==> config.mk <==
export PLATFORM = sky130hd
export DESIGN_NAME = tds_div
export DESIGN_NICKNAME = d
export VERILOG_FILES = /design/src/rtl/tds_pkg.sv /design/src/rtl/tds_div.sv
export SDC_FILE = /design/constraint.sdc
export NUM_CORES = 1
export LEC_CHECK = 0
export BUFFER_PORTS_ARGS = -buffer_cell sky130_fd_sc_hd__buf_2
export CELL_PAD_IN_SITES_DETAIL_PLACEMENT = 2
export CELL_PAD_IN_SITES_GLOBAL_PLACEMENT = 2
export CORE_ASPECT_RATIO = 0.7
export CORE_MARGIN = 2
export CORE_UTILIZATION = 41
export CTS_CLUSTER_SIZE = 28
export DETAILED_ROUTE_END_ITERATION = 12
export GPL_ROUTABILITY_DRIVEN = 0
export MAX_ROUTING_LAYER = met4
export PLACE_DENSITY = 0.94
export RECOVER_POWER = 100
export SLEW_MARGIN = 40
export SYNTH_ARGS = -nofsm -noshare
export SYNTH_HDL_FRONTEND = slang
export SYNTH_SLANG_ARGS = --single-unit
==> constraint.sdc <==
create_clock -name clk -period 16.69 [get_ports clk]
set_input_delay 1.669 -clock clk [delete_from_list [all_inputs] [get_ports clk]]
set_output_delay 1.669 -clock clk [all_outputs]
set_load 0.02 [all_outputs]
==> src/rtl/tds_pkg.sv <==
// Package with shared constants, types and fixed-point helpers for the tridiagonal solver.
`default_nettype none
package tds_pkg;
  localparam int DEF_MAX_ROWS  = 64;
  localparam int DEF_FRAC_BITS = 16;
  localparam int WORD_W        = 32;

  typedef logic signed [WORD_W-1:0] word_t;

  function automatic word_t sat64(input logic signed [65:0] v);
    if (v > 66'sd2147483647) return 32'sh7fffffff;
    else if (v < -66'sd2147483648) return 32'sh80000000;
    else return v[31:0];
  endfunction
endpackage
`default_nettype wire

==> src/rtl/tds_div.sv <==
// Shared radix-2 signed fixed-point divider with zero-divisor saturation.
`default_nettype none
module tds_div import tds_pkg::*; #(
  parameter int FRAC_BITS = DEF_FRAC_BITS
) (
  input  wire        clk,
  input  wire        rst,
  input  wire        start,
  input  wire [32:0] num,
  input  wire [31:0] den,
  output logic       done,
  output logic       zero_div,
  output word_t      quot
);
  localparam int NW = 33 + FRAC_BITS;
  logic [NW-1:0] dvd;
  logic [NW:0]   rem;
  logic [31:0]   dvs;
  logic          neg, busy, nz, npos;
  logic [6:0]    cnt;
  logic [NW:0]   trial;
  logic signed [NW+1:0] sq;

  always_comb begin
    trial = {rem[NW-1:0], dvd[NW-1]} - {{(NW-31){1'b0}}, dvs};
    sq = neg ? -$signed({1'b0, dvd}) : $signed({1'b0, dvd});
  end

  always_ff @(posedge clk) begin
    done <= 1'b0;
    if (rst) begin
      busy <= 1'b0;
      cnt <= '0;
    end else if (start) begin
      neg  <= num[32] ^ den[31];
      nz   <= num != '0;
      npos <= !num[32];
      zero_div <= den == '0;
      dvs  <= den[31] ? -den : den;
      dvd  <= {(num[32] ? -num : num), {FRAC_BITS{1'b0}}};
      rem  <= '0;
      cnt  <= 7'(NW);
      busy <= 1'b1;
    end else if (busy) begin
      if (cnt != '0) begin
        if (!trial[NW]) rem <= trial;
        else rem <= {rem[NW-1:0], dvd[NW-1]};
        dvd <= {dvd[NW-2:0], !trial[NW]};
        cnt <= cnt - 7'd1;
      end else begin
        busy <= 1'b0;
        done <= 1'b1;
        if (zero_div) quot <= !nz ? '0 : (npos ? 32'sh7fffffff : 32'sh80000000);
        else quot <= sat64(66'(sq));
      end
    end
  end
endmodule
`default_nettype wire

After elaboration in Yosys (flattened, before gate mapping):

Cells that the tools add are included.

* bits in registers: 175
* bits in latches: 0
* bits in writable memories: 0
* bits in read-only memories: 0
* output and inout bits: 34
* word-level logic and storage cells: 61
* memories kept: 0

* $add $sub $neg: 5
* multipliers: 0
* div/mod/pow operators: 0
* magnitude comparators: 2
* equality and inequality tests: 0
* shift operators: 0
* mux-type cells: 21
* bitwise gates (word level): 5
* reduce and logical (&&, ||, !) cells: 14

Operators by type and width (count)
* $mux W49: 6
* $mux W32: 5
* $gt A51 B32 Y1 const B: 1
* $lt A51 B32 Y1 const B: 1
* $mux W51: 1
* $neg A49 Y51: 1
* $sub A50 B32 Y50: 1
* $mux W33: 1
* $neg A33 Y33: 1
* $reduce_bool A33 Y1: 1
* $logic_not A32 Y1: 1
* $neg A32 Y32: 1
* $mux W31: 1
* $mux W6: 3
* $reduce_bool A7 Y1: 1
* $sub A7 B1 Y7 const B: 1
* $reduce_and A2 Y1: 3
* $mux W1: 4
* $not A1 Y1: 4
* $reduce_and A4 Y1: 1
* $reduce_bool A2 Y1: 2
* $reduce_and A3 Y1: 1
* $reduce_or A3 Y1: 1
* $logic_not A1 Y1: 2
* 2 further kinds: 2

Logic depth before layout (Yosys ltp):

Gate-level depths: netlist of run 1.

* depth after elaboration: 6
* depth in mapped cells: 15

Worst setup path before layout of run 1:

Ideal clock, no wire load.

* path type: input to register
* from: in start
* to: reg dvd[0], enable pin
* data arrival time: 6.993 ns
* data required time: 16.103 ns
* setup slack: 9.110 ns
* stages: 4
* buffers on the path: 2
* path through: clkbuf_1 -> clkbuf_1 -> inv_1 -> a21oi_1

* longest elaborated chain between the ends: 2
* elaborated cells between the ends (all ways): 3
* those cells by class: 3 x reduce/logical

Ends and longest elaborated chain
* start: declaration: RTL line tds_div.sv:8 `input wire start,`
* $reduce_bool A2 Y1 (no line)
* $reduce_and A3 Y1 (no line) (*)
* end signal: assignment: RTL line tds_div.sv:40 `dvd <= {(num[32] ? -num : num), {FRAC_BITS{1'b0}}};`
* end signal: assignment: RTL line tds_div.sv:48 `dvd <= {dvd[NW-2:0], !trial[NW]};`
* end: declaration: RTL line tds_div.sv:16 `logic [NW-1:0] dvd;`

Every way passes the cells marked *; elsewhere a longest branch is shown, timed or not.
A chain may end at the register's enable or synchronous reset.

Worst setup path in the final report of run 1:

* from: in start
* to: reg quot[31], enable pin

* longest elaborated chain between the ends: 2

Ends and longest elaborated chain
* $not A1 Y1 (no line)
* $reduce_and A4 Y1 (no line)
* end signal: assignment: RTL line tds_div.sv:53 `if (zero_div) quot <= !nz ? '0 : (npos ? 32'sh7fffffff : 32'sh80000000);`
* end signal: assignment: RTL line tds_div.sv:54 `else quot <= sat64(66'(sq));`
* end: declaration: RTL line tds_div.sv:13 `output word_t quot`

Every way passes these cells.

==> run summary, run 1 <==
Outcome -> finished with violations
Violated checks -> max-capacitance violations, max-slew violations
Worst skew pair latency -> 0.47 ns
Clock slew at reported path FFs -> 0.07 ns
# rows -> 52
Post-synth cell types -> 71
Root Buffer -> clkbuf_16
Die Width -> 208.6 um
All-Layer GR Usage -> 32.22%
Global-route met1 utilization -> 40.47%
Avg WL per Cell -> 27.13 um
Met2 GRT Util -> 52.49%
Power Density -> 94.62 mW/mm^2
CP startpoint kind -> primary input
Synth Net Count -> 1416
Class of the most critical setup path -> in -> reg
Post-cts resize count -> 0
Post-synthesis sequential area ratio -> 42.99%
Post-DRT Antenna Nets -> 0
Layout area overhead -> 10.27%
Clock Skews -> 0.01824 ns
Layout cells sized above 1 -> 8.135%
Die ar. -> 0.03071 sq mm
CP arrival -> 7.70 ns
Final wirelength -> 47970 um
Cts hold-fix bufs -> 0
Detailed placement HPWL -> 32780 um
Initial drt markers -> 1015
Yosys warning count -> 0
Final period utilization -> 46.75%
Die height -> 147.2 um
Nets -> 1481
Hold Crit Class -> reg -> reg
Number of antenna violations at the first check in global routing -> 1
Post-route setup slack -> 8.888 ns
Initial Util -> 41.59%
Post-Syn Instances -> 1311
Worst slew pin tran -> 4.747 ns
P_leak -> 4.650 nW
Postcts setup bufs -> 0
GR peak layer -> met2
Core region area -> 0.02889 sq mm
FFs w/ async S/R, synth -> 0%
CTS buffer count -> 17
Maximum vdd drop -> 84.73 uV
EDFF count, synth -> 166
Synthesis-stage register bit count -> 175
Commonest non-fill, non-tap cell in the layout -> edfxtp_1
Minimum clock period -> 7.802 ns
TNS Setup -> 0 ns
Io pins -> 102
Mapped Area -> 0.01201 sq mm
Flop2flop setup slack -> 10.68 ns
Final setup vio count -> 0
H-tree Lvls -> 4
Slew headroom -> -216.5%
DRC -> 0
Vias post-DR -> 11410
Critical Path Sink Type -> flop
Clock Sinks -> 175
Largest net degree at the start of global routing -> 107
RSZ-0062 raised after global routing -> false
Fin. Hold Viols -> 0
Commonest non-fill, non-tap cells in the layout -> edfxtp_1 (166), nand2_1 (127), a21oi_1 (106)
GR Overflow Total -> 0
DR vias/cell -> 6.455
Max cap viols -> 10
Clock Tree Buf Depth -> 2
Met3 global-route usage -> 5.515%
CTS tree -> done
Fmax -> 128.2 MHz
Vias in the first global route -> 12230
Port Buffer Count -> 101
Place WS -> 11.80 ns
Crit path max fanout -> 106
Critical Path RT -> 16.59 ns
Main synth FF type -> edfxtp_1
First-pass GRT wire length -> 74320 um
Syn avg cell area -> 9.164 sq um
Max Slew Vio Count -> 392
Drt pass-1 iters -> 7
==> cell usage after synthesis, drive strengths merged (4+ instances only) <==
cell type | n | area, sq um
o21ai | 93 | 465.4
nor3 | 41 | 205.2
buf | 14 | 77.57
and3 | 10 | 62.56
o22ai | 4 | 25.02
clkbuf | 53 | 198.9
nor4b | 4 | 41.29
o21bai | 4 | 30.03
or2 | 8 | 50.05
nand4 | 16 | 100.1
or4 | 30 | 232.7
nor4 | 22 | 137.6
nand4b | 4 | 35.03
o31ai | 41 | 312.8
a2111oi | 6 | 52.55
nand3b | 14 | 105.1
a21boi | 4 | 30.03
dfxtp | 9 | 180.2
a31oi | 10 | 62.56
a21o | 6 | 45.04
a21oi | 107 | 535.5
a211oi | 4 | 30.03
nor3b | 4 | 30.03
o21a | 8 | 60.06
mux2 | 6 | 67.56
and2 | 4 | 25.02
nand2 | 127 | 476.7
o41ai | 20 | 175.2
or3 | 33 | 206.5
o211ai | 4 | 30.03
nor2 | 105 | 394.1
xor2 | 68 | 595.6
inv | 61 | 229.0
nand3 | 31 | 155.2
xnor2 | 52 | 455.4
edfxtp | 166 | 4985
nand2b | 15 | 93.84
nor2b | 28 | 175.2
o2111ai | 4 | 35.03
ha | 36 | 450.4
==> path summary, 6_finish.rpt <==
path         startpoint       end  cells past startpoint
max               start  quot[31]                      4
min                busy      done                      2
max reg2reg     dvd[19]   quot[7]                     10
min reg2reg        busy      done                      2
==> power by group <==
group	internal, mW	switching, mW
clock network	0.205	0.193
logic	0.102	0.202
registers	0.521	0.0303
==> metal layers <==
layer	vias to the layer above	wire, um
li1	4990	-
met2	508	23050
met1	5790	20410
met3	125	2955
met5	-	0
met4	0	1555
==> cell type report <==
class	count	area [sq um]
diodes	1	2.502
multi-input cells	1008	6345
repair buffers	113	508.0
clock inverters	7	70.07
fillers	3177	15640
well taps	378	473.0
clock buffers	25	455.4
flip-flops and latches	175	5165
inverters	61	229.0
==> critical path: stages <==
cell and delay (ns):
clkbuf_1 1.48, clkbuf_1 3.44, nor4_2 0.12, clkbuf_1 0.95
==> kinds of logic after synthesis <==
logic type                 count (synthesis)  share of synthesized area [%]
buffers and inverters                    128                          4.207
and+or+nand+nor                          505                          21.71
DFF                                      175                          42.99
AOI/OAI and AO/OA                        337                          17.61
xor gates and xnor gates                 120                          8.748
muxes                                      9                         0.8123
adders and majority gates                 37                          3.916
==> registers in the layout (all words and copies together) (netlist names) <==
name	cells
busy	1
cnt	7
neg	1
rem	49
npos	1
quot	32
zero_div	1
dvs	32
done	1
nz	1
dvd	49
==> stage by stage <==
step                cell area, sq um  cells  utilization (%)  hold WS (ns)  total power [mW]
global placement               12820   1731            44.37        0.5111            0.8072
global route                   13250   1768            45.86        0.5848             1.291
CTS                            13420   1767            46.45        0.5583             1.247
finish                         13250   1768            45.86        0.5609             1.253
detailed placement             12890   1735            44.63        0.5384            0.8453
floorplan                      12010   1311                -        0.4533            0.7415
No activity file was read; power rests on OpenSTA's default activity.
==> run 2, diff against run 1 <==
CORE_UTILIZATION = 35   (was 41)
PLACE_DENSITY = 0.86   (was 0.94)
clock period = 7.1 ns   (was 16.69 ns; I/O delays follow)
==> run 2 against run 1 <==
Net effect: the run still ends with max-capacitance violations, max-slew violations left; via count decreased by 5.6%; power up 130%; register-to-register slack worse by 9.1 ns.
==> run summary, run 2 (same netlist as run 1, synthesis figures left out) <==
Commonest non-fill, non-tap cell in the layout -> edfxtp_1
Minimum clock period -> 5.480 ns
Final setup vio count -> 0 (unchanged)
CTS tree -> done
Vias post-DR -> 10770 (-5.6%)
Worst hold path depth -> 2 (unchanged)
Post-cts resize count -> 0 (unchanged)
Worst slew pin tran -> 3.455 ns (-1.292 ns)
P_leak -> 4.716 nW (+1.4%)
Area occupied by multi-input gates -> 0.006346 sq mm (about the same)
Crit path max fanout -> 14 (-87%)
Critical Path RT -> 7.29 ns (-9.30 ns)
Post-DRT Antenna Nets -> 0 (unchanged)
Power Density -> 219.5 mW/mm^2 (+130%)
Postcts setup bufs -> 0 (unchanged)
R2r worst-path depth -> 10 (unchanged)
Final period utilization -> 77.18%
GR Overflow Total -> 0 (unchanged)
Fmax -> 182.5 MHz
CTS buffer count -> 17 (unchanged)
Place WS -> 2.522 ns (-9.276 ns)
Post-route setup slack -> 1.620 ns (-7.267 ns)
DR vias/cell -> 5.900 (-8.6%)
Violated checks -> max-capacitance violations, max-slew violations
Clock Tree Buf Depth -> 2 (unchanged)
Worst skew pair latency -> 0.47 ns (about the same)
Drt pass-1 iters -> 5 (-2)
Overall power -> 2.944 mW (+130%)
Initial Util -> 35.72% (-5.9 points)
Cts hold-fix bufs -> 0 (unchanged)
First-pass GRT wire length -> 64830 um (-13%)
Nets -> 1482 (+0.068%)
Max Slew Vio Count -> 272 (-31%)
Outcome -> finished with violations
All-Layer GR Usage -> 23.52% (-8.7 points)
H-tree Lvls -> 4 (unchanged)
TNS Setup -> 0 ns (unchanged)
Slew headroom -> -130.3% (+86 points)
Number of antenna violations at the first check in global routing -> 1 (unchanged)
Fin. Hold Viols -> 0 (unchanged)
Die ar. -> 0.03585 sq mm (+17%)
RSZ-0062 raised after global routing -> false
CP startpoint kind -> flop
Detailed placement HPWL -> 29060 um (-11%)
Core region area -> 0.03363 sq mm (+16%)
Layout cells sized above 1 -> 9.137% (+1.0 points)
Fill count -> 3710 (+17%)
Max cap viols -> 7 (-3)
Largest net degree at the start of global routing -> 77 (-28%)
Vias in the first global route -> 11390 (-6.9%)
Clock Sinks -> 175 (unchanged)
CP arrival -> 5.67 ns (-2.03 ns)
Avg WL per Cell -> 22.13 um (-18%)
Die height -> 159.0 um (+8.0%)
Port Buffer Count -> 101 (unchanged)
DRC -> 0 (unchanged)
# rows -> 56 (+7.7%)
Class of the most critical setup path -> reg -> reg
Commonest non-fill, non-tap cells in the layout -> edfxtp_1 (166), nand2_1 (127), a21oi_1 (106)
Maximum vdd drop -> 133.6 uV (+58%)
Root Buffer -> clkbuf_16
Layout area overhead -> 11.62%
Hold Crit Class -> reg -> reg
Io pins -> 102 (unchanged)
Initial drt markers -> 831 (-18%)
Clock Skews -> 0.02224 ns (+0.003994 ns)
Reg area -> 0.005165 sq mm (unchanged)
Biggest regs -> dvd x49, rem x49
Final wirelength -> 40420 um (-16%)
Hold WS -> 0.5365 ns (-0.02439 ns)
Critical Path Sink Type -> flop
Die Width -> 225.4 um (+8.1%)
Clock slew at reported path FFs -> 0.08 ns (about the same)
run 2: critical path, stage by stage (launching register included):
cell and delay (ns):
edfxtp_1 0.47, or4_1 0.71, or4_1 0.75, o41ai_1 0.52
xor2_1 0.29, nand3_1 0.14, or4_1 0.54, o32ai_1 0.82
clkbuf_1 0.58, buf_6 0.24, o21ai_0 0.13
run 2: worst paths after layout:
path	start	endpoint	slack, ns
max	dvd[10]	quot[16]	1.62
min	busy	done	0.54
min reg2reg	busy	done	0.54
max reg2reg	dvd[10]	quot[16]	1.62
run 2: cell type report:
| class | count | share of cell area [%] |
|---|---|---|
| Antenna cell | 1 | 0.01866 |
| Clock buffer | 17 | 3.172 |
| Clock inverter | 15 | 1.222 |
| Inverter | 61 | 1.707 |
| Multi-Input combinational cell | 1008 | 47.32 |
| Sequential cell | 175 | 38.51 |
| Tap cell | 435 | 4.059 |
| Timing Repair Buffer | 114 | 3.984 |
run 2: metal layers:
layer	vias to the layer above	share of wire, %	track usage (%)
met4	0	1.7	5.930
met2	264	46	36.39
met1	5459	47	32.69
li1	5003	-	-
met3	47	4.7	2.934
met5	-	0	-
run 2: per-stage QoR:
step	util, %	std cells	area, sq um
3_5_place_dp	38.53	1793	12960
5_1_grt	39.87	1826	13410
4_1_cts	40.28	1825	13550
3_3_place_gp	38.34	1789	12900
6_report	39.87	1826	13410
2_1_floorplan	-	1311	12010
run 2: report_power, final:
part / total (mW) / switching [mW] / leakage (nW) / internal, mW
Sequential: 1.29 / 0.0638 / 1.65 / 1.22
Combinational: 0.661 / 0.422 / 2.78 / 0.239
Clock: 0.996 / 0.494 / 0.287 / 0.502
==> run 3, diff against run 2 <==
ABC_AREA = 1   (was unset)
CORE_UTILIZATION = 36   (was 35)
PLACE_DENSITY = 0.9   (was 0.86)
clock period = 5.7 ns   (was 7.1 ns; I/O delays follow)
==> run 3 against run 2 <==
Net effect: the run still ends with max-capacitance violations, max-slew violations left; synthesized cell count grew 37%; sequential share of layout area shrank 3.0 points; die area grew 6.1%; clock skew shrank 0.0023 ns.
==> run summary, run 3 <==
Final std cells w/o fill -> 2368 (+30%)
Syn avg cell area -> 7.320 sq um (-20%)
Post-synthesis sequential area ratio -> 39.35% (-3.6 points)
Die Width -> 232.2 um (+3.0%)
Critical R2R Capture -> rem[48]
Biggest regs -> dvd x49, rem x49
CTS tree -> done
Max Slew Vio Count -> 221 (-19%)
CP startpoint kind -> flop
Place WS -> 1.918 ns (-0.6036 ns)
EDFF count, synth -> 166 (unchanged)
Postcts setup bufs -> 0 (unchanged)
DRC -> 0 (unchanged)
Vias post-DR -> 13540 (+26%)
Detailed placement HPWL -> 40880 um (+41%)
Nets -> 1979 (+34%)
Synthesis-stage register bit count -> 175 (unchanged)
Critical-path cell list -> ha_1 -> nand2_1 -> nand2_1 -> a21oi_1 -> o21ai_1 -> a21oi_1 -> nand3_1 -> nor2_1 -> nand2_1 -> nand2_2 -> inv_4 -> nor2_1 -> nand3_1 -> nand2_1 -> nor2_1
Area contributors post-synth -> edfxtp_1 (38%), nand2_1 (14%), nor2_1 (7.7%), inv_1 (5.7%), xor2_1 (4.9%)
Maximum cell stage delay along the critical path -> 1.13 ns (+0.31 ns)
Clock slew at reported path FFs -> 0.09 ns (about the same)
Die ar. -> 0.03803 sq mm (+6.1%)
Clock Tree Buf Depth -> 2 (unchanged)
Final period utilization -> 79.45% (+2.3 points)
R2r worst-path depth -> 15 (+5)
Post-synth cell types -> 52 (-27%)
Root Buffer -> clkbuf_16
Commonest non-fill, non-tap cell in the layout -> nand2_1
Synth Net Count -> 1898 (+34%)
TNS Setup -> 0 ns (unchanged)
Number of antenna violations at the first check in global routing -> 1 (unchanged)
Outcome -> finished with violations
# rows -> 58 (+3.6%)
Layout cells sized above 1 -> 7.896% (-1.2 points)
Max cap viols -> 5 (-2)
Placed insts -> 2335 (+30%)
Post-Syn Instances -> 1793 (+37%)
Yosys warning count -> 0 (unchanged)
Vias in the first global route -> 14470 (+27%)
Drt pass-1 iters -> 7 (+2)
Mapped Area -> 0.01313 sq mm (+9.2%)
Clock Skews -> 0.01993 ns (-0.002307 ns)
Reg-to-Reg Start -> rem[29]
DR vias/cell -> 5.719 (-3.1%)
Core region area -> 0.03592 sq mm (+6.8%)
Die height -> 163.8 um (+3.0%)
Synth cell count leaders -> nand2_1 (478), nor2_1 (269), inv_1 (199), edfxtp_1 (166), o21ai_0 (117)
Fill count -> 4255 (+15%)
Io pins -> 102 (unchanged)
Hold path endpoint -> dvs[0]
Class of the most critical setup path -> reg -> reg
Avg WL per Cell -> 24.72 um (+12%)
GR Overflow Total -> 0 (unchanged)
RSZ-0062 raised after global routing -> false
CP arrival -> 4.76 ns (-0.91 ns)
H-tree Lvls -> 4 (unchanged)
Hold path startpoint -> den[0]
Maximum vdd drop -> 196.2 uV (+47%)
Slowest CP cell -> nand2_2
Violated checks -> max-capacitance violations, max-slew violations
Fin. Hold Viols -> 0 (unchanged)
P_leak -> 6.044 nW (+28%)
All-Layer GR Usage -> 32.05% (+8.5 points)
Post-DRT Antenna Nets -> 0 (unchanged)
Slew headroom -> -87.33% (+43 points)
First-pass GRT wire length -> 89760 um (+38%)
CP top delay family -> simple AND/OR/NAND/NOR gates
Largest net degree at the start of global routing -> 87 (+13%)
Main synth FF type -> edfxtp_1
FFs w/ async S/R, synth -> 0% (unchanged)
Final wirelength -> 58540 um (+45%)
Critical Path Sink Type -> flop
Minimum clock period -> 4.528 ns (-0.9512 ns)
WP buf/inv -> 1 (-1)
Post-cts resize count -> 0 (unchanged)
Commonest non-fill, non-tap cells in the layout -> nand2_1 (479), nor2_1 (269), inv_1 (199)
Port Buffer Count -> 101 (unchanged)
Crit path max fanout -> 79 (+65)
Clock Sinks -> 175 (unchanged)
Fmax -> 220.8 MHz (+21%)
Hold Crit Class -> in -> reg
Power Density -> 270.9 mW/mm^2 (+23%)
Flop2flop setup slack -> 1.17 ns (-0.45 ns)
Count leader, synth -> nand2_1
Crit-path most repeated cell -> nand2_1
Synth top area share -> 37.98% (-3.5 points)
Worst slew pin tran -> 2.810 ns (-0.6448 ns)
Final setup vio count -> 0 (unchanged)
CTS buffer count -> 17 (unchanged)
Critical Path RT -> 5.93 ns (-1.36 ns)
Worst hold path depth -> 1 (-1)
Cts hold-fix bufs -> 0 (unchanged)
Initial Util -> 36.54% (+0.82 points)
Worst skew pair latency -> 0.49 ns (+0.02 ns)
Post-route setup slack -> 1.172 ns (-0.4488 ns)
Initial drt markers -> 1187 (+43%)
Largest area contributor in the netlist -> edfxtp_1
Layout area overhead -> 10.74%
==> run 3: cell count changes after synthesis, sizes merged, moves of 28 or more <==
cell	before	now
nand3	31	81
o31ai	41	5
nor2	105	286
inv	61	206
or3	33	0
nor2b	28	0
or4	30	1
nand2	127	491
o21ai	93	131
==> run 3: worst max path at each step <==
stage / startpoint / end / slack, ns / cells past startpoint
2_1_floorplan: start / dvd[0] / 1.28 / 5
3_3_place_gp: rem[29] / rem[48] / 2.09 / 15
3_5_place_dp: rem[29] / rem[48] / 1.92 / 15
4_1_cts: rem[29] / rem[48] / 1.78 / 15
5_1_grt: rem[29] / rem[48] / 0.85 / 15
6_report: rem[29] / rem[48] / 1.17 / 15
==> run 3: kinds of logic after synthesis <==
group,Yosys count,share of synthesized area (%)
compound gates,275,11.25
simple gates,929,29.50
fa+ha+maj,37,3.584
xor+xnor,123,8.265
buf+inv,254,8.046
flops,175,39.35
==> run 3: cell type report <==
class | instances | area, sq um | area share [%]
Tap cell | 480 | 600.6 | 4.132
Multi-Input combinational cell | 1364 | 6882 | 47.34
Clock buffer | 22 | 464.2 | 3.194
Sequential cell | 175 | 5165 | 35.53
Clock inverter | 10 | 137.6 | 0.9469
Antenna cell | 1 | 2.502 | 0.01722
Timing Repair Buffer | 109 | 504.2 | 3.469
Inverter | 207 | 779.5 | 5.363
==> run 3: metal layers <==
metal | part of all wire, % | vias up | track usage, %
li1 | - | 6018 | -
met1 | 46 | 6934 | 44.02
met2 | 46 | 512 | 49.84
met3 | 6.6 | 78 | 4.792
met4 | 1.9 | 0 | 7.547
met5 | 0 | - | -
==> run 3: per-stage QoR <==
stage          power [mW]  util [%]  hold slack [ns]  cell area (sq um)
6_report            3.938     40.46           0.3782              14540
3_3_place_gp        2.467     39.07           0.4886              14040
3_5_place_dp        2.557     39.16           0.5143              14070
4_1_cts             3.916     40.83           0.2856              14670
2_1_floorplan       2.201         -           0.4418              13130
5_1_grt             4.056     40.46           0.3795              14540
==> run 3: power by group <==
| group | total [mW] | internal, mW | switching (mW) |
|---|---|---|---|
| Clock | 1.33 | 0.714 | 0.615 |
| Sequential | 1.60 | 1.52 | 0.0838 |
| Combinational | 1.00 | 0.283 | 0.722 |
